File: config.mk
export PLATFORM = sky130hd
export DESIGN_NAME = lfp_back
export DESIGN_NICKNAME = d
export VERILOG_FILES = /design/src/design/lfp_pkg.sv /design/src/design/lfp_back.sv
export SDC_FILE = /design/constraint.sdc
export NUM_CORES = 2
export LEC_CHECK = 0
export BUFFER_PORTS_ARGS = -buffer_cell sky130_fd_sc_hd__buf_2
export CORE_MARGIN = 4
export CORE_UTILIZATION = 40
export DETAILED_ROUTE_END_ITERATION = 10
export PLACE_DENSITY = 0.64
export SYNTH_ARGS = -nofsm -noshare
export SYNTH_HDL_FRONTEND = slang
export SYNTH_SLANG_ARGS = --single-unit
File: constraint.sdc
create_clock -name clk -period 9.1 [get_ports clk]
set_input_delay 0.91 -clock clk [delete_from_list [all_inputs] [get_ports clk]]
set_output_delay 0.91 -clock clk [all_outputs]
set_load 0.005 [all_outputs]
File: src/design/lfp_pkg.sv
// ----------------------------------------------------------------------------
// lfp_pkg
// types, constants and helper functions of the foothold planner
// ----------------------------------------------------------------------------
`default_nettype none

package lfp_pkg;

  localparam int FIELD_W   = 16;
  localparam int LEG_ID_W  = 3;
  localparam int OUT_W     = 24;
  localparam int CFG_W     = 16;
  localparam int CFG_IDX_W = 1;

  localparam int NUM_LEGS_DEF      = 6;
  localparam int CORDIC_STAGES_DEF = 16;

  // pipeline depth in front of and behind the rotation cells
  localparam int FRONT_DEPTH = 6;
  localparam int BACK_DEPTH  = 2;

  localparam int XY_W     = 32;
  localparam int Z_W      = 28;
  localparam int T_W      = 29;
  localparam int HX_W     = 35;
  localparam int SAT_IN_W = 40;
  localparam int RECIP_W  = 22;

  localparam logic [CFG_W-1:0] CFG_TIME_RESET = 16'd2048;

  localparam logic signed [T_W-1:0]  PI_Q24      = 29'sd52707179;
  localparam logic signed [T_W-1:0]  TWO_PI_Q24  = 29'sd105414357;
  localparam logic signed [Z_W-1:0]  HALF_PI_Q24 = 28'sd26353589;
  localparam logic signed [XY_W-1:0] GAIN_Q30    = 32'sd652032874;
  // floor(2^48 / two pi in q24)
  localparam logic [RECIP_W-1:0]     RECIP_2PI   = 22'd2670176;

  typedef enum logic [1:0] {
    KIND_LOAD   = 2'd0,
    KIND_STANCE = 2'd1,
    KIND_SWING  = 2'd2,
    KIND_NONE   = 2'd3
  } kind_e;

  typedef enum logic [CFG_IDX_W-1:0] {
    CFG_STANCE_TIME = 1'b0,
    CFG_SWING_TIME  = 1'b1
  } cfg_reg_e;

  typedef struct packed {
    kind_e                      kind;
    logic [LEG_ID_W-1:0]        leg_id;
    logic signed [FIELD_W-1:0]  vel_x;
    logic signed [FIELD_W-1:0]  vel_y;
    logic signed [FIELD_W-1:0]  yaw_rate_goal;
    logic [FIELD_W-1:0]         swing_phase;
    logic signed [FIELD_W-1:0]  slope_x;
    logic signed [FIELD_W-1:0]  slope_y;
    logic [FIELD_W-1:0]         load_radius;
    logic signed [FIELD_W-1:0]  load_angle;
  } request_t;

  typedef struct packed {
    logic signed [OUT_W-1:0] foot_x;
    logic signed [OUT_W-1:0] foot_y;
    logic signed [OUT_W-1:0] foot_z;
  } result_t;

  typedef struct packed {
    logic signed [XY_W-1:0] x;
    logic signed [XY_W-1:0] y;
    logic signed [Z_W-1:0]  z;
  } cordic_vec_t;

  typedef struct packed {
    logic                    neg;
    logic [FIELD_W-1:0]      radius;
    logic signed [HX_W-1:0]  hx;
    logic signed [HX_W-1:0]  hy;
    logic signed [OUT_W-1:0] foot_z;
  } cordic_tag_t;

  function automatic logic [23:0] atan_q24(input int unsigned idx);
    logic [23:0] a;
    case (idx)
      0:  a = 24'd13176795;
      1:  a = 24'd7778716;
      2:  a = 24'd4110060;
      3:  a = 24'd2086331;
      4:  a = 24'd1047214;
      5:  a = 24'd524117;
      6:  a = 24'd262123;
      7:  a = 24'd131069;
      8:  a = 24'd65536;
      9:  a = 24'd32768;
      10: a = 24'd16384;
      11: a = 24'd8192;
      12: a = 24'd4096;
      13: a = 24'd2048;
      14: a = 24'd1024;
      15: a = 24'd512;
      16: a = 24'd256;
      17: a = 24'd128;
      18: a = 24'd64;
      19: a = 24'd32;
      20: a = 24'd16;
      21: a = 24'd8;
      22: a = 24'd4;
      23: a = 24'd2;
      default: a = 24'd0;
    endcase
    return a;
  endfunction

  function automatic logic signed [OUT_W-1:0] sat24(input logic signed [SAT_IN_W-1:0] v);
    logic signed [OUT_W-1:0] r;
    if (v > 40'sd8388607) begin
      r = 24'sh7fffff;
    end else if (v < -40'sd8388608) begin
      r = 24'sh800000;
    end else begin
      r = v[OUT_W-1:0];
    end
    return r;
  endfunction

endpackage

`default_nettype wire

File: src/design/lfp_back.sv
// ----------------------------------------------------------------------------
// lfp_back
// scales the rotated leg radius, adds the step offset and saturates
// ----------------------------------------------------------------------------
`default_nettype none

module lfp_back (
  input  logic                 clk,
  input  logic                 rst,
  input  logic                 valid_in,
  input  lfp_pkg::cordic_vec_t vec_in,
  input  lfp_pkg::cordic_tag_t tag_in,
  output logic                 done,
  output lfp_pkg::result_t     result
);
  import lfp_pkg::*;

  logic signed [XY_W:0] c1, s1;
  logic signed [49:0]   prx1, pry1;

  assign c1   = tag_in.neg ? -(XY_W + 1)'(vec_in.x) : (XY_W + 1)'(vec_in.x);
  assign s1   = tag_in.neg ? -(XY_W + 1)'(vec_in.y) : (XY_W + 1)'(vec_in.y);
  assign prx1 = $signed({1'b0, tag_in.radius}) * c1;
  assign pry1 = $signed({1'b0, tag_in.radius}) * s1;

  logic                    b1_valid;
  logic signed [49:0]      b1_prx, b1_pry;
  logic signed [HX_W-1:0]  b1_hx, b1_hy;
  logic signed [OUT_W-1:0] b1_foot_z;

  always_ff @(posedge clk) begin
    if (rst) begin
      b1_valid <= 1'b0;
    end else begin
      b1_valid <= valid_in;
    end
  end

  always_ff @(posedge clk) begin
    b1_prx    <= prx1;
    b1_pry    <= pry1;
    b1_hx     <= tag_in.hx;
    b1_hy     <= tag_in.hy;
    b1_foot_z <= tag_in.foot_z;
  end

  logic signed [29:0]   rx2, ry2;
  logic signed [HX_W:0] sx2, sy2;
  logic signed [27:0]   fx2, fy2;

  assign rx2 = $signed(b1_prx[49:20]);
  assign ry2 = $signed(b1_pry[49:20]);
  assign sx2 = b1_hx + rx2;
  assign sy2 = b1_hy + ry2;
  assign fx2 = $signed(sx2[HX_W:8]);
  assign fy2 = $signed(sy2[HX_W:8]);

  always_ff @(posedge clk) begin
    if (rst) begin
      done <= 1'b0;
    end else begin
      done <= b1_valid;
    end
  end

  always_ff @(posedge clk) begin
    result.foot_x <= sat24(SAT_IN_W'(fx2));
    result.foot_y <= sat24(SAT_IN_W'(fy2));
    result.foot_z <= b1_foot_z;
  end

endmodule

`default_nettype wire

==> flow_metrics.py <==
metrics = {
    "critical_path": {
        "cp-end-kind": "register",
        "crit_required_ns": 9.60,
        "timing.rr.start": "b1_prx[24]$_DFF_P_",
        "slowest_delay_ns": 0.59,
        "r2r_setup_slack_ns": 4.99,
        "crit_type": "primary input to register",
        "crit_path_frequent_cell": "fa_1",
        "crit_arrival_ns": 9.28,
        "r2r_cells": 10,
        "cpMaxStageDelayCell": "or4_4",
        "r2r-end": "result[54]$_SDFF_PN1_",
        "critPathLaunchType": "primary input",
        "crit_fanout": 6,
    },
    "worst_hold_path": {
        "worst_hold_path_type": "register to register",
        "min_from": "b1_foot_z[11]$_DFF_P_",
        "min_to": "result[11]$_DFF_P_",
        "min_delay_path_depth": 0,
    },
    "synthesis": {
        "synth_most_common_cell": "inv_1",
        "synth_xor_area_share_pct": 3.425,
        "synth_ff_type": "dfxtp_1",
        "async_reset_ff_share_pct": 0,
        "synthAdderAreaFrac_pct": 53.32,
        "synth_edf_count": 0,
        "netlist-cell-type-count": 66,
        "ys_ff_latch": 228,
        "synth_top_family_by_area": "adder cells",
        "synth-simple-area-share_pct": 14.98,
        "synth_compound_area_share_pct": 6.332,
        "synth_area_per_cell_um2": 9.082,
        "synthTopCellsByArea": "fa_1 (45%), dfxtp_1 (10%), inv_1 (9.9%)",
        "synth_area_leader_cell": "fa_1",
        "yosysWarnings": 0,
        "synthMuxAreaShare_pct": 0.1286,
        "synth-seq-area-share_pct": 10.20,
        "synth_top_cells_by_count": "inv_1 (1177), fa_1 (1002), nand2_1 (742), and2_1 (386), ha_1 (304)",
        "synthCells": 4928,
        "synth_nets": 6440,
        "synth_top_area_share_pct": 44.82,
        "synthesis.area_mm2": 0.04475,
    },
    "drt": {
        "vias_per_cell": 4.846,
        "drt-pass1-iter-count": 5,
        "drt_iter0_drc": 1646,
        "totalWireLength_um": 114500,
        "drc_errors": 0,
        "vias": 33350,
        "wl_per_cell_um": 16.64,
        "antenna_left": 0,
    },
    "layout": {
        "design_area_mm2": 0.05121,
        "fin_cells": 6882,
        "nNetsFinal": 6874,
        "syn2layout_area_growth_pct": 14.42,
        "drive_above_1_share_pct": 13.70,
    },
    "placed_design": {
        "portBuffers": 250,
        "gp_congestion": 0.8842,
        "detailedPlace.worstSlack_ns": -0.6044,
        "placed_cell_area_mm2": 0.04986,
        "dpl.cell_count": 6812,
        "dp_hpwl_um": 94590,
    },
    "timing": {
        "worst_pin_slew_ns": 1.396,
        "hold_viol": 0,
        "timing.final.crit_share_pct": 96.49,
        "relSlewSlack_pct": 6.283,
        "fmax_ghz": 0.1139,
        "layout_setup_ws_ns": 0.3193,
        "rsz0062_at_grt": "true",
        "min_period_ns": 8.781,
        "setup_viol_count_final": 0,
        "fin_setup_tns_ns": 0,
        "drv_slew": 0,
        "skew_ns": 0.02004,
    },
    "clock_tree": {
        "clock_latency_ns": 0.56,
        "h-tree-depth": 1,
        "ctsHoldBuffers": 0,
        "cts_buffers": 25,
        "cts_tree": "yes",
        "cts.path.max_buffers": 3,
        "cts_root_buf": "clkbuf_16",
        "clk_pin_slew_worst_paths_ns": 0.06,
        "clkSinkCount": 228,
    },
    "floorplan": {
        "num_rows": 122,
        "fp.dieH_um": 342.5,
        "start_util_pct": 40.38,
        "ios": 279,
        "dieWidth_um": 342.5,
        "core_mm2": 0.1108,
        "dieArea_mm2": 0.1173,
    },
    "outcome": {
        "outcome": "completed",
    },
    "global_routing": {
        "grt_pass1_wl_um": 190400,
        "antenna_found_initial": 23,
        "grt_pass1_vias": 36320,
        "grt_start_max_net_pins": 49,
        "globalRoute.totalOverflow": 0,
        "grt_usage_pct": 20.19,
    },
    "job": {
        "max_cap_violations": 0,
    },
}
==> layout by cell type (no fill, tap or decap), types with 12 or more instances in the layout <==
cell type,synthesis,routed
or3_1,14,12
nand2b_1,27,27
nor2b_1,26,26
o21ai_0,96,91
xor2_1,35,34
buf_2,7,244
diode_2,0,14
nor2_1,66,65
o211ai_1,17,17
inv_1,1177,1172
ha_1,304,300
fa_1,1002,999
clkbuf_16,0,25
and3_1,15,15
o31ai_1,24,16
nor3_1,28,26
and2_1,386,385
a21oi_1,109,102
nand4_1,18,18
o21a_1,17,17
nand3_1,26,26
o22ai_1,21,21
buf_4,0,354
dfxtp_1,228,228
nand2_1,742,738
a211oi_1,21,19
a21o_1,63,63
xnor2_1,140,129
==> state kept, by name (all words and copies together) (netlist names) <==
register   count
result        72
b1_hx         35
b1_hy         35
b1_prx        30
b1_pry        30
b1_foot_z     24
b1_valid       1
done           1
==> per-stage QoR <==
stage	hold WS, ns	util (%)
after detailed placement	0.3121	44.99
after floorplan	0.3096	-
final	0.3221	46.21
after CTS	0.3260	45.79
after global placement	0.3095	44.99
after global routing	0.3334	46.18
==> critical path, delay by kind of cell <==
family | cells | cell delay [ns]
and+or+nand+nor | 10 | 3.03
adders and majority gates | 7 | 3.37
AOI/OAI and AO/OA | 6 | 1.23
buffers and inverters | 5 | 0.34
xor gates and xnor gates | 2 | 0.39
==> kinds of logic (layout without fill, tap and decap cells) <==
| kind of cell | count (synthesis) | count (layout) |
|---|---|---|
| flip-flops | 228 | 228 |
| buffers and inverters | 1381 | 1833 |
| multiplexers | 5 | 5 |
| AO/OA/AOI/OAI | 442 | 442 |
| other | 0 | 14 |
| AND/OR/NAND/NOR | 1391 | 1391 |
| XOR/XNOR | 175 | 175 |
| adder cells (fa/ha/maj) | 1306 | 1306 |
==> layer usage <==
layer  track usage (%)  up-vias  wire (µm)
met5                 0        -        145
met4             3.534       22       2074
met3             5.666      163      10480
met2             32.60      922      52120
met1             27.52    16760      49720
li1                  -    15480          -
==> worst max path at each step <==
stage	cells after the start	startpoint	slack, ns	endpoint
after detailed placement	29	vec_in[37]	-0.60	b1_pry[44]$_DFF_P_
after CTS	30	vec_in[37]	0.08	b1_pry[44]$_DFF_P_
final	30	vec_in[37]	0.32	b1_pry[47]$_DFF_P_
after floorplan	30	vec_in[37]	0.004	b1_pry[48]$_DFF_P_
after global routing	30	vec_in[37]	-0.07	b1_pry[47]$_DFF_P_
after global placement	30	vec_in[37]	-0.59	b1_pry[44]$_DFF_P_
==> area by class of cell <==
type / instances / area [µm²]
multi-input combinational: 3319 / 35380
clock inverter: 11 / 145.1
sequential: 228 / 4564
antenna: 14 / 35.03
tap: 1488 / 1862
timing repair buffer: 611 / 4086
inverter: 1177 / 4418
clock buffer: 34 / 719.4
fill: 10660 / 59610
==> repair_timing <==
action                     CTS  global route
pin swaps                    0            20
cloned                       0             1
gates resized for setup      1            72
buffers inserted             1            11
setup endpoints to repair    3            32
Power is left out: the tool's default activity adds up to more than one toggle a clock period on the data nets, which glitch-free logic cannot reach.
