**src/design/lfp_pkg.sv**
```systemverilog
// ----------------------------------------------------------------------------
// lfp_pkg
// types, constants and helper functions of the foothold planner
// ----------------------------------------------------------------------------
`default_nettype none

package lfp_pkg;

  localparam int FIELD_W   = 16;
  localparam int LEG_ID_W  = 3;
  localparam int OUT_W     = 24;
  localparam int CFG_W     = 16;
  localparam int CFG_IDX_W = 1;

  localparam int NUM_LEGS_DEF      = 6;
  localparam int CORDIC_STAGES_DEF = 16;

  // pipeline depth in front of and behind the rotation cells
  localparam int FRONT_DEPTH = 6;
  localparam int BACK_DEPTH  = 2;

  localparam int XY_W     = 32;
  localparam int Z_W      = 28;
  localparam int T_W      = 29;
  localparam int HX_W     = 35;
  localparam int SAT_IN_W = 40;
  localparam int RECIP_W  = 22;

  localparam logic [CFG_W-1:0] CFG_TIME_RESET = 16'd2048;

  localparam logic signed [T_W-1:0]  PI_Q24      = 29'sd52707179;
  localparam logic signed [T_W-1:0]  TWO_PI_Q24  = 29'sd105414357;
  localparam logic signed [Z_W-1:0]  HALF_PI_Q24 = 28'sd26353589;
  localparam logic signed [XY_W-1:0] GAIN_Q30    = 32'sd652032874;
  // floor(2^48 / two pi in q24)
  localparam logic [RECIP_W-1:0]     RECIP_2PI   = 22'd2670176;

  typedef enum logic [1:0] {
    KIND_LOAD   = 2'd0,
    KIND_STANCE = 2'd1,
    KIND_SWING  = 2'd2,
    KIND_NONE   = 2'd3
  } kind_e;

  typedef enum logic [CFG_IDX_W-1:0] {
    CFG_STANCE_TIME = 1'b0,
    CFG_SWING_TIME  = 1'b1
  } cfg_reg_e;

  typedef struct packed {
    kind_e                      kind;
    logic [LEG_ID_W-1:0]        leg_id;
    logic signed [FIELD_W-1:0]  vel_x;
    logic signed [FIELD_W-1:0]  vel_y;
    logic signed [FIELD_W-1:0]  yaw_rate_goal;
    logic [FIELD_W-1:0]         swing_phase;
    logic signed [FIELD_W-1:0]  slope_x;
    logic signed [FIELD_W-1:0]  slope_y;
    logic [FIELD_W-1:0]         load_radius;
    logic signed [FIELD_W-1:0]  load_angle;
  } request_t;

  typedef struct packed {
    logic signed [OUT_W-1:0] foot_x;
    logic signed [OUT_W-1:0] foot_y;
    logic signed [OUT_W-1:0] foot_z;
  } result_t;

  typedef struct packed {
    logic signed [XY_W-1:0] x;
    logic signed [XY_W-1:0] y;
    logic signed [Z_W-1:0]  z;
  } cordic_vec_t;

  typedef struct packed {
    logic                    neg;
    logic [FIELD_W-1:0]      radius;
    logic signed [HX_W-1:0]  hx;
    logic signed [HX_W-1:0]  hy;
    logic signed [OUT_W-1:0] foot_z;
  } cordic_tag_t;

  function automatic logic [23:0] atan_q24(input int unsigned idx);
    logic [23:0] a;
    case (idx)
      0:  a = 24'd13176795;
      1:  a = 24'd7778716;
      2:  a = 24'd4110060;
      3:  a = 24'd2086331;
      4:  a = 24'd1047214;
      5:  a = 24'd524117;
      6:  a = 24'd262123;
      7:  a = 24'd131069;
      8:  a = 24'd65536;
      9:  a = 24'd32768;
      10: a = 24'd16384;
      11: a = 24'd8192;
      12: a = 24'd4096;
      13: a = 24'd2048;
      14: a = 24'd1024;
      15: a = 24'd512;
      16: a = 24'd256;
      17: a = 24'd128;
      18: a = 24'd64;
      19: a = 24'd32;
      20: a = 24'd16;
      21: a = 24'd8;
      22: a = 24'd4;
      23: a = 24'd2;
      default: a = 24'd0;
    endcase
    return a;
  endfunction

  function automatic logic signed [OUT_W-1:0] sat24(input logic signed [SAT_IN_W-1:0] v);
    logic signed [OUT_W-1:0] r;
    if (v > 40'sd8388607) begin
      r = 24'sh7fffff;
    end else if (v < -40'sd8388608) begin
      r = 24'sh800000;
    end else begin
      r = v[OUT_W-1:0];
    end
    return r;
  endfunction

endpackage

`default_nettype wire

```
**src/design/lfp_cordic_cell.sv**
```systemverilog
// ----------------------------------------------------------------------------
// lfp_cordic_cell
// one rotation step of the sine and cosine chain
// ----------------------------------------------------------------------------
`default_nettype none

module lfp_cordic_cell #(
  parameter int STAGE = 0
) (
  input  logic                 clk,
  input  logic                 rst,
  input  logic                 valid_in,
  input  lfp_pkg::cordic_vec_t vec_in,
  input  lfp_pkg::cordic_tag_t tag_in,
  output logic                 valid_out,
  output lfp_pkg::cordic_vec_t vec_out,
  output lfp_pkg::cordic_tag_t tag_out
);
  import lfp_pkg::*;

  localparam logic signed [Z_W-1:0] ATAN_STEP = $signed(Z_W'(atan_q24(STAGE)));

  logic signed [XY_W-1:0] xs, ys;
  logic                   dir;
  cordic_vec_t            vec_next;

  assign xs  = vec_in.x >>> STAGE;
  assign ys  = vec_in.y >>> STAGE;
  assign dir = !vec_in.z[Z_W-1];

  always_comb begin
    if (dir) begin
      vec_next.x = vec_in.x - ys;
      vec_next.y = vec_in.y + xs;
      vec_next.z = vec_in.z - ATAN_STEP;
    end else begin
      vec_next.x = vec_in.x + ys;
      vec_next.y = vec_in.y - xs;
      vec_next.z = vec_in.z + ATAN_STEP;
    end
  end

  always_ff @(posedge clk) begin
    if (rst) begin
      valid_out <= 1'b0;
    end else begin
      valid_out <= valid_in;
    end
  end

  always_ff @(posedge clk) begin
    vec_out <= vec_next;
    tag_out <= tag_in;
  end

endmodule

`default_nettype wire

```
**config.mk**
```make
export PLATFORM = sky130hd
export DESIGN_NAME = lfp_cordic_cell
export DESIGN_NICKNAME = d
export VERILOG_FILES = /design/src/design/lfp_pkg.sv /design/src/design/lfp_cordic_cell.sv
export SDC_FILE = /design/constraint.sdc
export NUM_CORES = 1
export LEC_CHECK = 0
export BUFFER_PORTS_ARGS = -buffer_cell sky130_fd_sc_hd__buf_2
export CAP_MARGIN = 20
export CORE_AREA = 2 2 161 163
export DETAILED_ROUTE_END_ITERATION = 7
export DIE_AREA = 0 0 163 165
export HOLD_SLACK_MARGIN = 0.05
export PLACE_DENSITY_LB_ADDON = 0.25
export SLEW_MARGIN = 40
export SYNTH_ARGS = -nofsm -noshare
export SYNTH_HDL_FRONTEND = slang
export SYNTH_SLANG_ARGS = --single-unit
```
**constraint.sdc**
```tcl
create_clock -name clk -period 8.8 [get_ports clk]
set_input_delay 1.76 -clock clk [delete_from_list [all_inputs] [get_ports clk]]
set_output_delay 1.76 -clock clk [all_outputs]
set_load 0.01 [all_outputs]
```
==> metrics.txt, run 1 <==
status=complete, no violations; setup ws final=4.01 ns; Max Used Layer=met4; met3 routed WL=2.32 mm; TritonCTS clock tree=yes; first-pass GRT wire length=52.4 mm; routed length per instance=18.2 microns; startpoint types=primary input; # hold bufs at CTS=0; Synth Area in XOR/XNOR=6.93%; Root Buffer=clkbuf_16; pin count of the biggest net entering global routing=101; largest family of logic cells by synthesized area=compound AO/OA/AOI/OAI gates; Antenna Nets Post-Route=0; Hold Vio Cnt, Final=0; post-synthesis mux area share=1.22%; Total GRT Usage=24.7%; core area=0.0250 sq mm; Leakage Power=6.86 nW; Req. time, crit path=9.21 ns; Post-layout nets=1931; fmax=209 MHz; Filler cells=2344; total setup buffers inserted after CTS=0; min Tclk post-route=4.79 ns; Vias=10.3k; most common cell after layout, fill and taps aside=buf_2; Residual DRC=0; Die Y=165 microns; fraction of layout cells with a size suffix above 1=29.6%; Slew @ Worst Pin=0.831 ns; fin. max-slew vios=0; P_sw=0.000914 W; worst vdd ir=161 uV; area of the multi-input gates=0.00608 sq mm; HP Start=tag_in[81]; setup TNS=0 ns; CP arrival=5.20 ns; final period utilization=54.4%; initial antenna violation count=2; kind of end point of the critical path=flop; Post-synth EDFFs=0; DRT Pass-1 Iters=5; mapped cell area=0.0107 sq mm; PD cells=208 mW/mm^2; Die Area=0.0269 sq mm; power share of the clock group=35.6%; grt total ovfl=0; pre-CTS setup slack=3.59 ns; Min Hold Slack=1.33 ns; Synth Area in Compound Gates=22.7%; Synth Warn #=0; Post-DP Area=0.0130 sq mm; register share of total power=37.5%; Synth Area in Simple Gates=11.0%; combinational fraction of design power=26.9%; Clock Tree Buf Depth=3; post_cts resized=0; Layout area overhead=29.0%; syn avg cell area=8.90 sq um; # IOs=410; Net Count, Synth=1538; vias per std cell=5.28; Int Power=0.00198 W; H-tree depth=1; RSZ-0062 raised after global routing=false; Synth async-reset ratio=0%; most frequent cells in the layout=409 x buf_2, 203 x dfxtp_1, 154 x a21oi_1, 120 x ha_1, 109 x inv_1; final WL=35.5 mm; crit path kind=in2reg; FP Rows=58; DRT met1 WL=14.2 mm; Initial Utilization=42.9%; Worst Setup SP=vec_in[27]; routed wl met2=17.7 mm; max-cap viol count=0; Worst-path clk slew=0.07 ns; Routability Congestion=0.935; 1st-iter DRT viols=682; relative slew slack=44.0%; Buffers on Ports=409; Die W=163 microns; Most used DFF post-synth=dfxtp_1; sequential area share after synthesis=37.8%; Synth cell types=77; CTS Buf Count=23; CTS sink cnt=203; HPWL Detailed=28.4 mm; Worst Hold Class=in2reg; FF+latch count, synth=203; crit path max fanout=46; Adder-Cell Fraction of Synth Area=14.7%; Design Area, Final=0.0139 sq mm; Post-Syn Instances=1208; Sw Share=31.6%; vias in the first global route=9841; FF+latch area=0.00406 sq mm; final setup vio count=0
[metal layers]
metal  vias to the layer above  GRT usage (%)
met1                      4784           29.8
met2                       450           44.3
li1                       5003              -
met4                         0           9.73
met5                         -              0
met3                        73           3.62
[critical path: stages]
cell and delay, ns:
buf_2 0.11, inv_1 0.11, buf_4 0.52, ha_1 0.25, nor2b_1 0.20, o2111ai_1 0.17, a311oi_1 0.42, a31oi_1 0.21
a21oi_1 0.27, a21o_1 0.16, a21oi_1 0.09, nor4bb_1 0.58, a31oi_1 0.18, xnor2_1 0.15
[cells by family after synthesis]
kind of cell / Yosys count
compound gates: 378
mux: 13
flops: 203
buf+inv: 154
simple gates: 251
xor+xnor: 85
fa+ha+maj: 124
[per-stage QoR]
step | power (W) | cells | util (%)
finish | 0.00289 | 1951 | 55.4
CTS | 0.00292 | 1948 | 55.4
detailed placement | 0.00187 | 1906 | 52.1
global placement | 0.00187 | 1906 | 52.1
global route | 0.00303 | 1949 | 55.4
floorplan | 0.00156 | 1208 | -
[cell type report]
cell class                      count  area share [%]
Inverter                          111            3.00
Clock inverter                     17            1.64
Antenna cell                        3          0.0541
Tap cell                          330            2.98
Multi-Input combinational cell    851            43.8
Clock buffer                       25            4.28
Sequential cell                   203            29.3
Timing Repair Buffer              411            14.9
[Yosys cell counts, drive strengths merged, types with 3 or more instances]
| cell type | instances | area (sq um) |
|---|---|---|
| a21o | 38 | 285 |
| a211oi | 7 | 52.6 |
| nand4b | 3 | 26.3 |
| fa | 4 | 80.1 |
| nand3 | 11 | 55.1 |
| and3 | 5 | 31.3 |
| a21boi | 3 | 22.5 |
| ha | 120 | 1500 |
| nor4 | 8 | 50.1 |
| a2111oi | 6 | 65.1 |
| or3 | 5 | 31.3 |
| a31o | 3 | 26.3 |
| xor2 | 7 | 61.3 |
| dfxtp | 203 | 4060 |
| o211ai | 7 | 57.6 |
| buf | 22 | 110 |
| a311oi | 5 | 43.8 |
| o31a | 3 | 26.3 |
| inv | 110 | 413 |
| or2 | 9 | 56.3 |
| o41ai | 8 | 96.4 |
| a21oi | 156 | 788 |
| xnor2 | 78 | 683 |
| o22ai | 7 | 43.8 |
| o221ai | 5 | 50.0 |
| nor2b | 10 | 62.6 |
| nand2 | 44 | 165 |
| a31oi | 8 | 62.6 |
| mux2i | 12 | 120 |
| clkbuf | 21 | 78.8 |
| nor2 | 104 | 390 |
| o21ai | 59 | 299 |
| o21bai | 27 | 203 |
| o21a | 7 | 52.6 |
| nor3 | 17 | 85.1 |
| nand4 | 16 | 100 |
| o31ai | 7 | 52.6 |
| nand2b | 14 | 87.6 |
[path summary, 6_finish.rpt]
check,to,depth (start not counted)
worst max-delay path,vec_out[26]$_DFF_P_,14
worst min-delay path,tag_out[81]$_DFF_P_,1
[power groups by stage]
stage	sequential [W]	combinational, W	clock [W]
after global placement	0.00110	0.000769	0
after floorplan	0.00116	0.000395	0
after CTS	0.00108	0.000777	0.00105
after detailed placement	0.00110	0.000772	0
final	0.00108	0.000778	0.00103
after global routing	0.00109	0.000847	0.00109
[registers in the layout, summed over array words and instances (netlist names)]
name and cells:
valid_out 1, vec_out 91, tag_out 111
(Power assumes the default switching activity.)
==> run 2, diff against run 1 <==
ABC_AREA = 1   (was not set)
CORE_AREA = not set   (was 2 2 161 163)
CORE_ASPECT_RATIO = 1.25   (was not set)
CORE_MARGIN = 2   (was not set)
CORE_UTILIZATION = 46   (was not set)
DIE_AREA = not set   (was 0 0 163 165)
clock period = 4.09 ns   (was 8.8 ns; I/O delays follow)
==> run 2 against run 1 <==
Flip-flop and latch count is the same. Final cell count grew 43%. Global-route usage grew 9.2 points. Sequential share of layout area shrank 4.0 points. Non-clock buffer count grew 2. Area after synthesis grew 22%. Worst hold slack lost 0.95 ns. Critical path type unchanged. Critical endpoint is now vec_out[23]$_DFF_P_.
==> metrics.txt, run 2 <==
Post-layout nets=2757 (was 1931); 1st-iter DRT viols=966 (was 682); Die Area=0.0298 sq mm (was 0.0269 sq mm); Layout area overhead=22.6% (was 29.0%); startpoint types=primary input (unchanged); status=complete, no violations (unchanged); Buffers on Ports=409 (unchanged); total setup buffers inserted after CTS=0 (unchanged); setup ws final=1.52 ns (was 4.01 ns); ranking of synthesized cells by area=dfxtp_1 31%, nand2_1 20%, ha_1 11% (was dfxtp_1 38%, ha_1 14%, a21oi_1 7.2%); CTS Buf Count=21 (was 23); crit-path max cell delay=0.40 ns (was 0.58 ns); CP arrival=2.99 ns (was 5.20 ns); FF+latch area=0.00406 sq mm (unchanged); # IOs=410 (unchanged); fmax=389 MHz; Most used DFF post-synth=dfxtp_1 (unchanged); TritonCTS clock tree=yes (unchanged); H-tree depth=1 (unchanged); pin count of the biggest net entering global routing=54 (was 101); sequential area share after synthesis=31.1% (was 37.8%); syn avg cell area=6.44 sq um (was 8.90 sq um); routed length per instance=18.6 microns (was 18.2 microns); DRT Pass-1 Iters=6 (was 5); kind of end point of the critical path=flop (unchanged); final setup vio count=0 (unchanged); top cell type's share of synthesized area=31.1% (was 37.8%); fraction of layout cells with a size suffix above 1=19.2% (was 29.6%); Hold Vio Cnt, Final=0 (unchanged); Leakage Power=9.37 nW (was 6.86 nW); crit path buf inv count=3 (unchanged); Slew @ Worst Pin=0.622 ns (was 0.831 ns); Worst Hold Class=in2reg (unchanged); Residual DRC=0 (unchanged); Min Hold Slack=0.385 ns (was 1.33 ns); CTS sink cnt=203 (unchanged); first-pass GRT wire length=76.2 mm (was 52.4 mm); Total GRT Usage=33.9% (was 24.7%); Die Y=193 microns (was 165 microns); Antenna Nets Post-Route=0 (unchanged); core area=0.0282 sq mm (was 0.0250 sq mm); grt total ovfl=0 (unchanged); mapped cell area=0.0131 sq mm (was 0.0107 sq mm); most instantiated library cell after synthesis=nand2_1 (was dfxtp_1); Vias=14.3k (was 10.3k); FP Rows=69 (was 58); FF+latch count, synth=203 (unchanged); Clock Tree Buf Depth=3 (unchanged); Filler cells=2870 (was 2344); Post-synth top cells=689 x nand2_1, 365 x inv_1, 203 x dfxtp_1 (was 203 x dfxtp_1, 154 x a21oi_1, 120 x ha_1); fin. max-slew vios=0 (unchanged); Routability Congestion=1.01 (was 0.935); max reg flops=111 (unchanged); RSZ-0062 raised after global routing=false (unchanged); Synth async-reset ratio=0% (unchanged); post_cts resized=0 (unchanged); critical-path cell list=buf_2 -> buf_4 -> ha_1 -> a21oi_1 -> o21ai_0 -> a21oi_1 -> inv_1 -> nand2_1 -> nand3_1 -> nand2_1 -> nand2_1 (was buf_2 -> inv_1 -> buf_4 -> ha_1 -> nor2b_1 -> o2111ai_1 -> a311oi_1 -> a31oi_1 -> a21oi_1 -> a21o_1 -> a21oi_1 -> nor4bb_1 -> a31oi_1 -> xnor2_1); vias per std cell=5.10 (was 5.28); relative slew slack=58.6% (was 44.0%); area of the multi-input gates=0.00739 sq mm (was 0.00608 sq mm); Req. time, crit path=4.50 ns (was 9.21 ns); Largest regs=tag_out x111, vec_out x91, valid_out x1 (unchanged); # hold bufs at CTS=0 (unchanged); Reg with most FFs=tag_out (unchanged); Synth Warn #=0 (unchanged); Post-DP Area=0.0154 sq mm (was 0.0130 sq mm); setup TNS=0 ns (unchanged); Worst-path clk slew=0.07 ns (about the same); HPWL Detailed=44.3 mm (was 28.4 mm); Net Count, Synth=2362 (was 1538); min Tclk post-route=2.57 ns; Worst Setup SP=vec_in[27] (unchanged); crit path max fanout=29 (was 46); max-cap viol count=0 (unchanged); Synth cell types=38 (was 77); Largest delay share family, worst path=buffers and inverters (was compound AO/OA/AOI/OAI gates); Levels on crit path=11 (was 14); crit path kind=in2reg (unchanged); pre-CTS setup slack=1.02 ns (was 3.59 ns); Root Buffer=clkbuf_16 (unchanged); worst vdd ir=367 uV (was 161 uV); PD cells=382 mW/mm^2 (was 208 mW/mm^2); Post-Syn Instances=2032 (was 1208); cell taking the most area after synthesis=dfxtp_1 (unchanged); most used cell, CP=nand2_1; final WL=52.1 mm (was 35.5 mm); final period utilization=62.9%; Post-synth EDFFs=0 (unchanged); hold path depth=1 (unchanged); Slowest-stage cell, CP=buf_4 (was nor4bb_1); Die W=155 microns (was 163 microns); initial antenna violation count=3 (was 2); Design Area, Final=0.0160 sq mm (was 0.0139 sq mm); vias in the first global route=13.6k (was 9841); Setup crit end=vec_out[23]$_DFF_P_ (was vec_out[26]$_DFF_P_); Initial Utilization=46.3% (was 42.9%); most common cell after layout, fill and taps aside=nand2_1 (was buf_2); most frequent cells in the layout=689 x nand2_1, 409 x buf_2, 364 x inv_1, 203 x dfxtp_1, 170 x nand3_1 (was 409 x buf_2, 203 x dfxtp_1, 154 x a21oi_1, 120 x ha_1, 109 x inv_1)
run 2: report_power, final:
| group | switching (W) | internal (W) | leakage, nW | total, W |
|---|---|---|---|---|
| Combinational | 0.00126 | 0.000640 | 7.34 | 0.00190 |
| Clock | 0.000873 | 0.00105 | 0.321 | 0.00192 |
| Sequential | 0.0000942 | 0.00221 | 1.71 | 0.00230 |
run 2: area by class of cell:
| type | count | share of cell area (%) |
|---|---|---|
| sequential | 203 | 25.3 |
| tap | 355 | 2.77 |
| antenna | 3 | 0.0468 |
| timing repair buffer | 413 | 13.0 |
| multi-input combinational | 1422 | 46.1 |
| clock buffer | 23 | 3.39 |
| inverter | 366 | 8.57 |
| clock inverter | 14 | 0.819 |
run 2: routing by layer:
metal,vias to the layer above,wire length [microns],global-route usage [%],part of all wire (%)
li1,7073,-,-,-
met1,6456,18800,36.6,36
met4,0,3400,20.9,6.5
met3,129,4170,5.93,8.0
met2,626,25700,61.7,49
met5,-,0,0,0
run 2: per-stage QoR:
stage	util (%)	instances	total power (W)
2_1_floorplan	-	2032	0.00343
3_3_place_gp	54.4	2759	0.00421
3_5_place_dp	54.4	2759	0.00421
4_1_cts	56.8	2796	0.00614
5_1_grt	56.8	2799	0.00645
6_report	56.8	2799	0.00612
run 2: worst min path at each step:
stage | end | from | slack, ns
2_1_floorplan | tag_out[0]$_DFF_P_ | tag_in[0] | 0.85
3_3_place_gp | tag_out[24]$_DFF_P_ | tag_in[24] | 0.92
3_5_place_dp | tag_out[20]$_DFF_P_ | tag_in[20] | 0.92
4_1_cts | tag_out[6]$_DFF_P_ | tag_in[6] | 0.37
5_1_grt | tag_out[73]$_DFF_P_ | tag_in[73] | 0.38
6_report | tag_out[6]$_DFF_P_ | tag_in[6] | 0.39
run 2: cell families after synthesis:
| group | after synthesis | synth area share (%) |
|---|---|---|
| simple gates | 1058 | 33.3 |
| buf+inv | 407 | 12.4 |
| compound gates | 196 | 8.17 |
| fa+ha+maj | 124 | 12.1 |
| xor+xnor | 44 | 2.95 |
| flops | 203 | 31.1 |
